===== src/hw/rtl/log_analysis_table_engine_top_defines.svh =====
// Assertion macros shared by the log analysis table engine RTL.
`ifndef LOG_ANALYSIS_TABLE_ENGINE_TOP_DEFINES_SVH
`define LOG_ANALYSIS_TABLE_ENGINE_TOP_DEFINES_SVH

// Check a condition at every clock edge outside reset.
`define LATE_ASSERT_ALWAYS(label, clk, rst_n, cond, msg) \
	label: assert property (@(posedge clk) disable iff (!rst_n) (cond)) else $error(msg);

// Check a consequence in the same cycle as its cause.
`define LATE_ASSERT_IMPLY(label, clk, rst_n, cause, cons, msg) \
	label: assert property (@(posedge clk) disable iff (!rst_n) (cause) |-> (cons)) \
		else $error(msg);

// Check a consequence in the cycle after its cause.
`define LATE_ASSERT_NEXT(label, clk, rst_n, cause, cons, msg) \
	label: assert property (@(posedge clk) disable iff (!rst_n) (cause) |=> (cons)) \
		else $error(msg);

`endif


===== src/hw/rtl/late_pkg.sv =====
// Shared constants, codes and types of the log analysis table engine.
`default_nettype none

package late_pkg;

	// Table geometry
	localparam int TXN_SLOTS  = 16;
	localparam int PAGE_SLOTS = 16;
	localparam int SCAN_N     = (TXN_SLOTS > PAGE_SLOTS) ? TXN_SLOTS : PAGE_SLOTS;
	localparam int SCAN_W     = $clog2(SCAN_N);
	localparam int TXN_AW     = $clog2(TXN_SLOTS);
	localparam int PAGE_AW    = $clog2(PAGE_SLOTS);
	localparam int TXN_CW     = $clog2(TXN_SLOTS + 1);
	localparam int PAGE_CW    = $clog2(PAGE_SLOTS + 1);

	// Field widths
	localparam int MODE_W    = 3;
	localparam int KIND_W    = 3;
	localparam int LSN_W     = 32;
	localparam int ID_W      = 32;
	localparam int SLOT_W    = 4;
	localparam int STATUS_W  = 2;
	localparam int COUNT_W   = 5;
	localparam int COUNT_MAX = 2**COUNT_W - 1;
	localparam int ENTRY_W   = ID_W + LSN_W;

	// Item modes
	localparam logic [MODE_W-1:0] MODE_CLEAR     = 3'd0;
	localparam logic [MODE_W-1:0] MODE_SEED_TXN  = 3'd1;
	localparam logic [MODE_W-1:0] MODE_SEED_PAGE = 3'd2;
	localparam logic [MODE_W-1:0] MODE_LOG       = 3'd3;
	localparam logic [MODE_W-1:0] MODE_READ_TXN  = 3'd4;
	localparam logic [MODE_W-1:0] MODE_READ_PAGE = 3'd5;

	// Log record kinds
	localparam logic [KIND_W-1:0] KIND_BEGIN   = 3'd0;
	localparam logic [KIND_W-1:0] KIND_COMMIT  = 3'd1;
	localparam logic [KIND_W-1:0] KIND_TXN_END = 3'd2;
	localparam logic [KIND_W-1:0] KIND_UPDATE  = 3'd3;
	localparam logic [KIND_W-1:0] KIND_CLR     = 3'd4;
	localparam logic [KIND_W-1:0] KIND_ABORT   = 3'd5;

	// Result status codes
	localparam logic [STATUS_W-1:0] ST_OK         = 2'd0;
	localparam logic [STATUS_W-1:0] ST_TXN_FULL   = 2'd1;
	localparam logic [STATUS_W-1:0] ST_PAGE_FULL  = 2'd2;
	localparam logic [STATUS_W-1:0] ST_SLOT_EMPTY = 2'd3;

	typedef struct packed {
		logic [MODE_W-1:0] mode;
		logic [KIND_W-1:0] record_kind;
		logic [LSN_W-1:0]  log_number;
		logic [ID_W-1:0]   txn_ident;
		logic [ID_W-1:0]   page_ident;
		logic [SLOT_W-1:0] slot_index;
	} late_item_t;

	typedef struct packed {
		logic [STATUS_W-1:0] status;
		logic [COUNT_W-1:0]  txn_count;
		logic [COUNT_W-1:0]  page_count;
		logic                redo_start_valid;
		logic [LSN_W-1:0]    redo_start;
		logic                page_added;
		logic [ID_W-1:0]     read_key;
		logic [LSN_W-1:0]    read_log_number;
	} late_result_t;

	// Clamp an entry count to the width of the count fields.
	function automatic logic [COUNT_W-1:0] sat_count(input logic [31:0] n);
		if (n > 32'(COUNT_MAX)) begin
			return COUNT_W'(COUNT_MAX);
		end
		return n[COUNT_W-1:0];
	endfunction

endpackage

`default_nettype wire


===== src/hw/rtl/late_ram.sv =====
// Simple dual-port synchronous RAM with one write port and a registered read port.
`default_nettype none

module late_ram #(
	parameter int DEPTH = 16,
	parameter int WIDTH = 64
) (
	input  wire logic                     clk,
	input  wire logic                     we,
	input  wire logic [$clog2(DEPTH)-1:0] waddr,
	input  wire logic [WIDTH-1:0]         wdata,
	input  wire logic [$clog2(DEPTH)-1:0] raddr,
	output logic      [WIDTH-1:0]         rdata
);

	logic [WIDTH-1:0] mem_q [DEPTH];

	always_ff @(posedge clk) begin
		if (we) begin
			mem_q[waddr] <= wdata;
		end
		rdata <= mem_q[raddr];
	end

endmodule

`default_nettype wire


===== src/hw/rtl/late_engine.sv =====
// Table sequencer: scans both table memories, then commits each item's table updates.
`default_nettype none
`include "log_analysis_table_engine_top_defines.svh"

module late_engine (
	input  wire logic                  clk,
	input  wire logic                  arst_n,
	input  wire logic                  item_valid,
	output logic                       item_ready,
	input  wire late_pkg::late_item_t  item,
	output logic                       res_valid,
	input  wire logic                  res_ready,
	output late_pkg::late_result_t     res
);
	import late_pkg::*;

	typedef enum logic [1:0] {ST_IDLE, ST_SCAN, ST_DRAIN, ST_COMMIT} state_t;

	state_t               state_q;
	late_item_t           item_q;
	logic [SCAN_W-1:0]    idx_q;
	logic [SCAN_W-1:0]    idx_s1;
	logic                 scan_s1;
	logic                 tin_s1;
	logic                 tv_s1;
	logic                 pin_s1;
	logic                 pv_s1;
	logic [TXN_SLOTS-1:0] txn_valid_q;
	logic [PAGE_SLOTS-1:0] page_valid_q;
	logic [TXN_CW-1:0]    txn_count_q;
	logic [PAGE_CW-1:0]   page_count_q;
	logic                 t_hit_q;
	logic                 t_free_q;
	logic                 p_hit_q;
	logic                 p_free_q;
	logic [TXN_AW-1:0]    t_hit_slot_q;
	logic [TXN_AW-1:0]    t_free_slot_q;
	logic [PAGE_AW-1:0]   p_hit_slot_q;
	logic [PAGE_AW-1:0]   p_free_slot_q;
	logic                 have_all_q;
	logic                 have_excl_q;
	logic [LSN_W-1:0]     min_all_q;
	logic [LSN_W-1:0]     min_excl_q;
	logic                 rd_hit_q;
	logic [ID_W-1:0]      rd_key_q;
	logic [LSN_W-1:0]     rd_log_q;

	// Memory ports
	logic [TXN_AW-1:0]    t_raddr;
	logic [PAGE_AW-1:0]   p_raddr;
	logic [ENTRY_W-1:0]   t_rdata;
	logic [ENTRY_W-1:0]   p_rdata;
	logic                 t_we;
	logic                 p_we;
	logic [TXN_AW-1:0]    t_waddr;
	logic [PAGE_AW-1:0]   p_waddr;
	logic [ENTRY_W-1:0]   t_wdata;
	logic [ENTRY_W-1:0]   p_wdata;

	// Scan and compare signals
	logic                 t_in;
	logic                 p_in;
	logic                 scan_last;
	logic [ID_W-1:0]      t_key;
	logic [LSN_W-1:0]     t_log;
	logic [ID_W-1:0]      p_key;
	logic [LSN_W-1:0]     p_log;
	logic                 t_match;
	logic                 p_match;
	logic                 p_less_all;
	logic                 p_less_excl;
	logic                 slot_match;

	// Item decode and commit outcome
	logic                 do_clear;
	logic                 do_tput;
	logic                 do_pput;
	logic                 p_over;
	logic                 do_drop;
	logic                 do_rtxn;
	logic                 do_rpage;
	logic                 commit_fire;
	logic                 t_ok;
	logic                 p_ok;
	logic                 t_ins;
	logic                 t_del;
	logic                 p_ins;
	logic [TXN_CW-1:0]    txn_count_nx;
	logic [PAGE_CW-1:0]   page_count_nx;
	logic [STATUS_W-1:0]  status_nx;
	logic                 have_nx;
	logic [LSN_W-1:0]     min_nx;

	late_ram #(.DEPTH(TXN_SLOTS), .WIDTH(ENTRY_W)) u_txn_ram (
		.clk   (clk),
		.we    (t_we),
		.waddr (t_waddr),
		.wdata (t_wdata),
		.raddr (t_raddr),
		.rdata (t_rdata)
	);

	late_ram #(.DEPTH(PAGE_SLOTS), .WIDTH(ENTRY_W)) u_page_ram (
		.clk   (clk),
		.we    (p_we),
		.waddr (p_waddr),
		.wdata (p_wdata),
		.raddr (p_raddr),
		.rdata (p_rdata)
	);

	// Scan issue side: one slot of each table per cycle
	assign t_raddr   = idx_q[TXN_AW-1:0];
	assign p_raddr   = idx_q[PAGE_AW-1:0];
	assign t_in      = 32'(idx_q) < TXN_SLOTS;
	assign p_in      = 32'(idx_q) < PAGE_SLOTS;
	assign scan_last = 32'(idx_q) == 32'(SCAN_N - 1);

	// Compare side: memory data of the slot issued in the previous cycle
	assign t_key       = t_rdata[ENTRY_W-1:LSN_W];
	assign t_log       = t_rdata[LSN_W-1:0];
	assign p_key       = p_rdata[ENTRY_W-1:LSN_W];
	assign p_log       = p_rdata[LSN_W-1:0];
	assign t_match     = tv_s1 && (t_key == item_q.txn_ident);
	assign p_match     = pv_s1 && (p_key == item_q.page_ident);
	assign p_less_all  = !have_all_q || (p_log < min_all_q);
	assign p_less_excl = !have_excl_q || (p_log < min_excl_q);
	assign slot_match  = 32'(idx_s1) == 32'(item_q.slot_index);

	always_comb begin
		do_clear = 1'b0;
		do_tput  = 1'b0;
		do_pput  = 1'b0;
		p_over   = 1'b0;
		do_drop  = 1'b0;
		do_rtxn  = 1'b0;
		do_rpage = 1'b0;
		unique case (item_q.mode)
			MODE_CLEAR:     do_clear = 1'b1;
			MODE_SEED_TXN:  do_tput = 1'b1;
			MODE_SEED_PAGE: begin
				do_pput = 1'b1;
				p_over  = 1'b1;
			end
			MODE_LOG: begin
				unique case (item_q.record_kind) inside
					KIND_BEGIN, KIND_ABORT:    do_tput = 1'b1;
					KIND_COMMIT, KIND_TXN_END: do_drop = 1'b1;
					KIND_UPDATE, KIND_CLR: begin
						do_tput = 1'b1;
						do_pput = 1'b1;
					end
					default: ;
				endcase
			end
			MODE_READ_TXN:  do_rtxn = 1'b1;
			MODE_READ_PAGE: do_rpage = 1'b1;
			default: ;
		endcase
	end

	// Commit: an existing entry wins over the lowest free slot
	assign commit_fire = (state_q == ST_COMMIT) && res_ready;
	assign t_ok  = t_hit_q || t_free_q;
	assign p_ok  = p_hit_q || p_free_q;
	assign t_ins = do_tput && !t_hit_q && t_free_q;
	assign t_del = do_drop && t_hit_q;
	assign p_ins = do_pput && !p_hit_q && p_free_q;

	assign t_we    = commit_fire && do_tput && t_ok;
	assign t_waddr = t_hit_q ? t_hit_slot_q : t_free_slot_q;
	assign t_wdata = {item_q.txn_ident, item_q.log_number};
	assign p_we    = commit_fire && do_pput && (p_hit_q ? p_over : p_free_q);
	assign p_waddr = p_hit_q ? p_hit_slot_q : p_free_slot_q;
	assign p_wdata = {item_q.page_ident, item_q.log_number};

	assign txn_count_nx  = do_clear ? '0 :
		txn_count_q + TXN_CW'(t_ins) - TXN_CW'(t_del);
	assign page_count_nx = do_clear ? '0 : page_count_q + PAGE_CW'(p_ins);

	always_comb begin
		status_nx = ST_OK;
		if (do_tput && !t_ok) begin
			status_nx = ST_TXN_FULL;
		end else if (do_pput && !p_ok) begin
			status_nx = ST_PAGE_FULL;
		end else if ((do_rtxn || do_rpage) && !rd_hit_q) begin
			status_nx = ST_SLOT_EMPTY;
		end
	end

	// Redo start: fold a stored log number into the scan minimum of the other pages
	always_comb begin
		have_nx = have_all_q;
		min_nx  = min_all_q;
		if (do_clear) begin
			have_nx = 1'b0;
			min_nx  = '0;
		end else if (do_pput && p_over && p_ok) begin
			have_nx = 1'b1;
			min_nx  = (have_excl_q && (min_excl_q < item_q.log_number)) ?
				min_excl_q : item_q.log_number;
		end else if (p_ins) begin
			have_nx = 1'b1;
			min_nx  = (have_all_q && (min_all_q < item_q.log_number)) ?
				min_all_q : item_q.log_number;
		end
	end

	assign item_ready = (state_q == ST_IDLE);
	assign res_valid  = (state_q == ST_COMMIT);

	always_comb begin
		res.status           = status_nx;
		res.txn_count        = sat_count(32'(txn_count_nx));
		res.page_count       = sat_count(32'(page_count_nx));
		res.redo_start_valid = have_nx;
		res.redo_start       = min_nx;
		res.page_added       = p_ins && !p_over;
		res.read_key         = rd_key_q;
		res.read_log_number  = rd_log_q;
	end

	always_ff @(posedge clk or negedge arst_n) begin
		if (!arst_n) begin
			state_q       <= ST_IDLE;
			item_q        <= '0;
			idx_q         <= '0;
			idx_s1        <= '0;
			scan_s1       <= 1'b0;
			tin_s1        <= 1'b0;
			tv_s1         <= 1'b0;
			pin_s1        <= 1'b0;
			pv_s1         <= 1'b0;
			txn_valid_q   <= '0;
			page_valid_q  <= '0;
			txn_count_q   <= '0;
			page_count_q  <= '0;
			t_hit_q       <= 1'b0;
			t_free_q      <= 1'b0;
			p_hit_q       <= 1'b0;
			p_free_q      <= 1'b0;
			t_hit_slot_q  <= '0;
			t_free_slot_q <= '0;
			p_hit_slot_q  <= '0;
			p_free_slot_q <= '0;
			have_all_q    <= 1'b0;
			have_excl_q   <= 1'b0;
			min_all_q     <= '0;
			min_excl_q    <= '0;
			rd_hit_q      <= 1'b0;
			rd_key_q      <= '0;
			rd_log_q      <= '0;
		end else begin
			scan_s1 <= (state_q == ST_SCAN);

			// Compare stage: record hits, first free slots, minimums and the read slot
			if (scan_s1) begin
				if (t_match && !t_hit_q) begin
					t_hit_q      <= 1'b1;
					t_hit_slot_q <= idx_s1[TXN_AW-1:0];
				end
				if (tin_s1 && !tv_s1 && !t_free_q) begin
					t_free_q      <= 1'b1;
					t_free_slot_q <= idx_s1[TXN_AW-1:0];
				end
				if (p_match && !p_hit_q) begin
					p_hit_q      <= 1'b1;
					p_hit_slot_q <= idx_s1[PAGE_AW-1:0];
				end
				if (pin_s1 && !pv_s1 && !p_free_q) begin
					p_free_q      <= 1'b1;
					p_free_slot_q <= idx_s1[PAGE_AW-1:0];
				end
				if (pv_s1 && p_less_all) begin
					have_all_q <= 1'b1;
					min_all_q  <= p_log;
				end
				if (pv_s1 && !p_match && p_less_excl) begin
					have_excl_q <= 1'b1;
					min_excl_q  <= p_log;
				end
				if (slot_match && do_rtxn && tv_s1) begin
					rd_hit_q <= 1'b1;
					rd_key_q <= t_key;
					rd_log_q <= t_log;
				end
				if (slot_match && do_rpage && pv_s1) begin
					rd_hit_q <= 1'b1;
					rd_key_q <= p_key;
					rd_log_q <= p_log;
				end
			end

			unique case (state_q)
				ST_IDLE: begin
					if (item_valid) begin
						item_q      <= item;
						idx_q       <= '0;
						t_hit_q     <= 1'b0;
						t_free_q    <= 1'b0;
						p_hit_q     <= 1'b0;
						p_free_q    <= 1'b0;
						have_all_q  <= 1'b0;
						have_excl_q <= 1'b0;
						min_all_q   <= '0;
						min_excl_q  <= '0;
						rd_hit_q    <= 1'b0;
						rd_key_q    <= '0;
						rd_log_q    <= '0;
						state_q     <= ST_SCAN;
					end
				end
				ST_SCAN: begin
					idx_s1  <= idx_q;
					tin_s1  <= t_in;
					tv_s1   <= t_in && txn_valid_q[t_raddr];
					pin_s1  <= p_in;
					pv_s1   <= p_in && page_valid_q[p_raddr];
					idx_q   <= idx_q + 1'b1;
					if (scan_last) begin
						state_q <= ST_DRAIN;
					end
				end
				ST_DRAIN: begin
					state_q <= ST_COMMIT;
				end
				ST_COMMIT: begin
					if (res_ready) begin
						if (do_clear) begin
							txn_valid_q  <= '0;
							page_valid_q <= '0;
						end else begin
							if (t_ins) begin
								txn_valid_q[t_free_slot_q] <= 1'b1;
							end
							if (t_del) begin
								txn_valid_q[t_hit_slot_q] <= 1'b0;
							end
							if (p_ins) begin
								page_valid_q[p_free_slot_q] <= 1'b1;
							end
						end
						txn_count_q  <= txn_count_nx;
						page_count_q <= page_count_nx;
						state_q      <= ST_IDLE;
					end
				end
				default: state_q <= ST_IDLE;
			endcase
		end
	end

	`LATE_ASSERT_ALWAYS(a_txn_count, clk, arst_n, 32'(txn_count_q) == $countones(txn_valid_q), "transaction count out of step with valid bits")
	`LATE_ASSERT_ALWAYS(a_page_count, clk, arst_n, 32'(page_count_q) == $countones(page_valid_q), "page count out of step with valid bits")
	`LATE_ASSERT_NEXT(a_txn_write_valid, clk, arst_n, t_we, txn_valid_q[$past(t_waddr)], "written transaction slot not valid")
	`LATE_ASSERT_NEXT(a_page_write_valid, clk, arst_n, p_we, page_valid_q[$past(p_waddr)], "written page slot not valid")
	`LATE_ASSERT_IMPLY(a_redo_consistent, clk, arst_n, res_valid, res.redo_start_valid == (res.page_count != '0), "redo start flag disagrees with page count")

endmodule

`default_nettype wire


===== src/hw/rtl/log_analysis_table_engine_top.sv =====
// Top level of the log analysis table engine: item and result channels.
`default_nettype none

// Rebuilds the active-transaction table and the dirty-page table of a recovery
// analysis pass, one item at a time. For each item the sequencer takes the
// item, streams both table memories slot by slot through their single read
// ports looking for the id, the first free slot, the smallest first-dirty
// log number and the slot to read, drains the memory read latency, and then
// writes back and publishes the result. A result waiting in the output
// register does not hold back the next item; only a second finished result
// stalls, in the commit step, until the output register frees up. Valid bits
// sit in flip-flops and reset clears them at once, so no clearing pass is
// needed after reset. New entries take the lowest free slot; a full table
// reports a status instead of storing.

module log_analysis_table_engine_top (
	input  wire logic                           clk,
	input  wire logic                           arst_n,
	// Item channel
	input  wire logic                           item_valid,
	output logic                                item_ready,
	input  wire logic [late_pkg::MODE_W-1:0]    mode,
	input  wire logic [late_pkg::KIND_W-1:0]    record_kind,
	input  wire logic [late_pkg::LSN_W-1:0]     log_number,
	input  wire logic [late_pkg::ID_W-1:0]      txn_ident,
	input  wire logic [late_pkg::ID_W-1:0]      page_ident,
	input  wire logic [late_pkg::SLOT_W-1:0]    slot_index,
	// Result channel
	output logic                                result_valid,
	input  wire logic                           result_ready,
	output logic      [late_pkg::STATUS_W-1:0]  status,
	output logic      [late_pkg::COUNT_W-1:0]   txn_count,
	output logic      [late_pkg::COUNT_W-1:0]   page_count,
	output logic                                redo_start_valid,
	output logic      [late_pkg::LSN_W-1:0]     redo_start,
	output logic                                page_added,
	output logic      [late_pkg::ID_W-1:0]      read_key,
	output logic      [late_pkg::LSN_W-1:0]     read_log_number
);
	import late_pkg::*;

	late_item_t   item;
	late_result_t res;
	late_result_t res_q;
	logic         res_valid;
	logic         res_ready;
	logic         result_valid_q;

	// Pack the item fields for the sequencer
	always_comb begin
		item.mode        = mode;
		item.record_kind = record_kind;
		item.log_number  = log_number;
		item.txn_ident   = txn_ident;
		item.page_ident  = page_ident;
		item.slot_index  = slot_index;
	end

	late_engine u_engine (
		.clk        (clk),
		.arst_n     (arst_n),
		.item_valid (item_valid),
		.item_ready (item_ready),
		.item       (item),
		.res_valid  (res_valid),
		.res_ready  (res_ready),
		.res        (res)
	);

	// The output register frees up when empty or when its transaction completes
	assign res_ready = !result_valid_q || result_ready;

	// Hold the finished result until the consumer takes it
	always_ff @(posedge clk or negedge arst_n) begin
		if (!arst_n) begin
			result_valid_q <= 1'b0;
		end else if (res_ready) begin
			result_valid_q <= res_valid;
		end
	end

	// Load the result payload together with its valid flag
	always_ff @(posedge clk) begin
		if (res_valid && res_ready) begin
			res_q <= res;
		end
	end

	assign result_valid     = result_valid_q;
	assign status           = res_q.status;
	assign txn_count        = res_q.txn_count;
	assign page_count       = res_q.page_count;
	assign redo_start_valid = res_q.redo_start_valid;
	assign redo_start       = res_q.redo_start;
	assign page_added       = res_q.page_added;
	assign read_key         = res_q.read_key;
	assign read_log_number  = res_q.read_log_number;

endmodule

`default_nettype wire

===== config.mk =====
export PLATFORM = sky130hd
export DESIGN_NAME = log_analysis_table_engine_top
export DESIGN_NICKNAME = d
export VERILOG_FILES = /design/src/hw/rtl/late_pkg.sv /design/src/hw/rtl/late_ram.sv /design/src/hw/rtl/late_engine.sv /design/src/hw/rtl/log_analysis_table_engine_top.sv
export VERILOG_INCLUDE_DIRS = /design/src /design/src/hw/rtl
export SDC_FILE = /design/constraint.sdc
export NUM_CORES = 2
export LEC_CHECK = 0
export ABC_AREA = 1
export ABC_CLOCK_PERIOD_IN_PS = 5070
export BUFFER_PORTS_ARGS = -buffer_cell sky130_fd_sc_hd__clkbuf_2
export CAP_MARGIN = 40
export CORE_MARGIN = 1.5
export CORE_UTILIZATION = 56
export CTS_BUF_LIST = sky130_fd_sc_hd__clkbuf_16
export CTS_CLUSTER_DIAMETER = 40
export DETAILED_ROUTE_END_ITERATION = 16
export PLACE_DENSITY = 0.75
export RECOVER_POWER = 25
export SLEW_MARGIN = 10
export SYNTH_ARGS = -nofsm -noshare
export SYNTH_HDL_FRONTEND = slang
export SYNTH_SLANG_ARGS = --single-unit

===== constraint.sdc =====
create_clock -name clk -period 5.07 [get_ports clk]
set_clock_uncertainty 0.05 [all_clocks]
set_input_delay 0.7605 -clock clk [delete_from_list [all_inputs] [get_ports clk]]
set_output_delay 0.7605 -clock clk [all_outputs]
set_load 0.02 [all_outputs]

==> impl_metrics.csv <==
group,metric,value,unit
outcome,status,"complete, but fails checks",
outcome,violations,"max-capacitance violations, max-slew violations",
die,io_pins,222,
sta,fmax,269,MHz
clock_network,clkSinkCount,2600,
placed_design,gp_congestion,0.912,
worst_setup_path,path_delay_family,"simple AND/OR/NAND/NOR gates",
sta,maxSlewHeadroom,-0.322,
clock_network,cts_hold_buffers,58,
die,fp.dieH,434,µm
sta,finalCritPeriodShare,0.734,
worst_setup_path,crit_chain,"o21ai_0 -> a21oi_1 -> nor3_1 -> nand2_1 -> nor2_1 -> nand3_1 -> nor2_4 -> buf_12",
yosys,synth_area,0.104,mm²
worst_setup_path,critPathMaxStageDelay,0.62,ns
finish,synthToLayoutAreaGrowth,15.7,%
yosys,synth_nets,8812,
worst_setup_path,worstSetupStartpointType,"flop",
global_routing,grt_use_total,0.314,
sta,tns,0,ns
yosys,async_reset_ff_frac,0.121,
pwr,p_int,0.0487,W
placed_design,dpl.cell_count,10900,
yosys,ys_types,43,
finish,final_cell_mix,"edfxtp_1, nor2_1, o21ai_0, nand2_1, nand3_1",
yosys,ys_ff_latch,2600,
drt,wl_per_cell,25.8,µm
clock_network,clk_latency,0.97,ns
yosys,synth-edff-count,2158,
yosys,yosysWarningCount,0,
pwr,p_total,0.0779,W
drt,drt-initial-drc-count,9766,
global_routing,grt_pass1_vias,69900,
flow_run,maxCapViolCount,16,
worst_setup_path,path_buf_inv,1,
yosys,synth-seq-area-share,0.722,
hold_path,hold_depth,3,
clock_network,cts_root_buf,"clkbuf_16",
drt,routed-via-count,72700,
placed_design,dp.final_hpwl,174,mm
clock_network,cts_buffers,342,
clock_network,cts.path.max_buffers,4,
sta,slew_violations,530,
finish,layout-drive-gt1-share,0.112,
pwr,combPwrFrac,0.292,
worst_setup_path,crit_fanout,48,
sta,holdWs,0.0308,ns
sta,worst_slack,1.35,ns
drt,via_per_inst,6.28,
die,initial_core_util,0.563,
worst_setup_path,end_kind,"flop",
die,core-area,0.185,mm²
pwr,seq_power_share,0.402,
drt,dr.pass1.iters,6,
die,die_w,434,µm
die,rows,158,
drt,drtAntennaViolNets,0,
pwr,vdd_drop_max,0.584,mV
clock_network,cts_tree,"yes",
worst_setup_path,cp_num_cells,8,
pwr,powerDensity,646,mW/mm²
yosys,syn_avg_cell_area,12.2,µm²
pwr,power_frac_clock,0.306,
pwr,leakagePower,43.5,nW
finish,nets,9078,
worst_setup_path,crit_arrival,4.25,ns
sta,tightest_slew,1.98,ns
pwr,p_sw_frac,0.375,
sta,hold_viol,0,
hold_path,min_path_type,"input pin to flop",
pwr,p_sw,0.0292,W
clock_network,cts.htree.levels,5,
worst_setup_path,cpMaxStageDelayCell,"nor2_4",
worst_setup_path,reg2reg_depth,8,
worst_setup_path,crit_required,5.60,ns
global_routing,grt_max_degree,255,
placed_design,pre_cts_ws,1.18,ns
sta,rsz0062_at_grt,"no",
finish,fin_cells,11600,
yosys,syn_inst,8565,
global_routing,antenna_found_initial,10,
drt,route.detailed.drc,0,
global_routing,grt_overflow,0,
sta,layout_min_cycle_time,3.72,ns
drt,drt_wl_total,298,mm
worst_setup_path,path_class,"flop to flop",
clock_network,cts_setup_buffers,0,
sta,setup_violations,0,
clock_network,clkTransAtPathRegs,0.06,ns
placed_design,port-buffer-count,221,
die,die_area,0.189,mm²
finish,final_common_cell,"edfxtp_1",
yosys,synth-main-ff-cell,"edfxtp_1",
global_routing,grt_pass1_wl,441,mm
clock_network,postCtsResizedCells,0,
-- tightest hold or removal path, cell delays in order --
cell      delay, ns
clkbuf_2       0.08
nand2_1        0.05
o21ai_0        0.06
-- layer usage --
layer	vias to the layer above	global-route usage	routed length, µm
met5	-	0	24
met2	4642	0.478	136000
met1	35600	0.428	113000
li1	31800	-	-
met4	6	0.178	18400
met3	717	0.0574	30600
-- Yosys cell counts (2+ instances only) --
master,number,area (µm²)
ha_1,136,1700
inv_1,269,1010
a31oi_1,17,106
o211ai_1,80,601
dfxtp_1,128,2560
edfxtp_1,2158,64800
a22oi_1,39,293
buf_4,2,15.0
xnor2_1,20,175
o21ai_0,1201,6010
inv_2,6,22.5
nand2_1,996,3740
clkbuf_1,438,1640
or2_2,13,81.3
o221ai_1,208,1820
nor3_2,3,30.0
nand3_1,460,2300
o21a_1,7,52.6
o22ai_1,317,1980
xor2_1,21,184
a31o_2,6,52.6
nor4_1,5,31.3
dfrtp_1,314,7860
a21oi_1,260,1300
nand3b_1,2,15.0
nor3_1,12,60.1
a22o_1,2,17.5
buf_2,94,470
nor2_1,1263,4740
buf_1,28,105
nand4_1,48,300
-- flip-flops by register name, indices dropped and copies added, names as in the netlist, 5 cells and up --
register and cells:
page_count 5, read_key 32, read_log_number 32, redo_start 32
txn_count 5, u_engine.item_q 106, u_engine.min_all_q 32, u_engine.min_excl_q 32
u_engine.page_count_q 5, u_engine.page_valid_q 16, u_engine.rd_key_q 32, u_engine.rd_log_q 32
u_engine.txn_count_q 5, u_engine.txn_valid_q 16, u_engine.u_page_ram.mem_q 1024, u_engine.u_page_ram.rdata 64
u_engine.u_txn_ram.mem_q 1024, u_engine.u_txn_ram.rdata 64
-- power groups by stage --
stage          combinational [W]  clock, W  sequential, W
2_1_floorplan             0.0131         0         0.0310
4_1_cts                   0.0225    0.0240         0.0312
5_1_grt                   0.0248    0.0249         0.0315
6_report                  0.0228    0.0238         0.0313
3_5_place_dp              0.0222         0         0.0316
3_3_place_gp              0.0214         0         0.0315
-- cell type report --
cell class / count / area [µm²]
tap: 2480 / 3100
antenna: 4 / 10.0
sequential: 2600 / 75200
multi-input combinational: 5126 / 26000
clock buffer: 349 / 8730
timing repair buffer: 485 / 3820
clock inverter: 259 / 2600
fill: 13000 / 64500
inverter: 276 / 1070
-- cells by family (layout without fill, tap and decap cells) --
| logic type | after synthesis | after routing | share of synthesized area |
|---|---|---|---|
| fa+ha+maj | 137 | 137 | 0.0165 |
| compound gates | 2141 | 2141 | 0.118 |
| other cells | 0 | 4 | 0 |
| simple gates | 2807 | 2807 | 0.109 |
| buf+inv | 839 | 1369 | 0.0314 |
| xor+xnor | 41 | 41 | 0.00345 |
| flops | 2600 | 2600 | 0.722 |
-- final timing paths --
check	from	end	slack, ns
setup / recovery	u_engine.item_q[100]	u_engine.u_txn_ram.mem_q[1][54]	1.35
hold / removal	log_number[14]	u_engine.item_q[82]	0.03
setup reg to reg	u_engine.item_q[100]	u_engine.u_txn_ram.mem_q[1][54]	1.35
hold reg to reg	u_engine.rd_key_q[16]	read_key[16]	0.43
max in group asynchronous	arst_n	u_engine.idx_q[0]	3.40
min in group asynchronous	arst_n	u_engine.txn_valid_q[0]	0.38
-- metrics by stage --
step	utilization	instance area (µm²)
after global placement	0.586	108000
after CTS	0.652	121000
after global routing	0.652	121000
final	0.652	121000
after detailed placement	0.588	109000
after floorplan	-	104000
(Power assumes the default switching activity.)
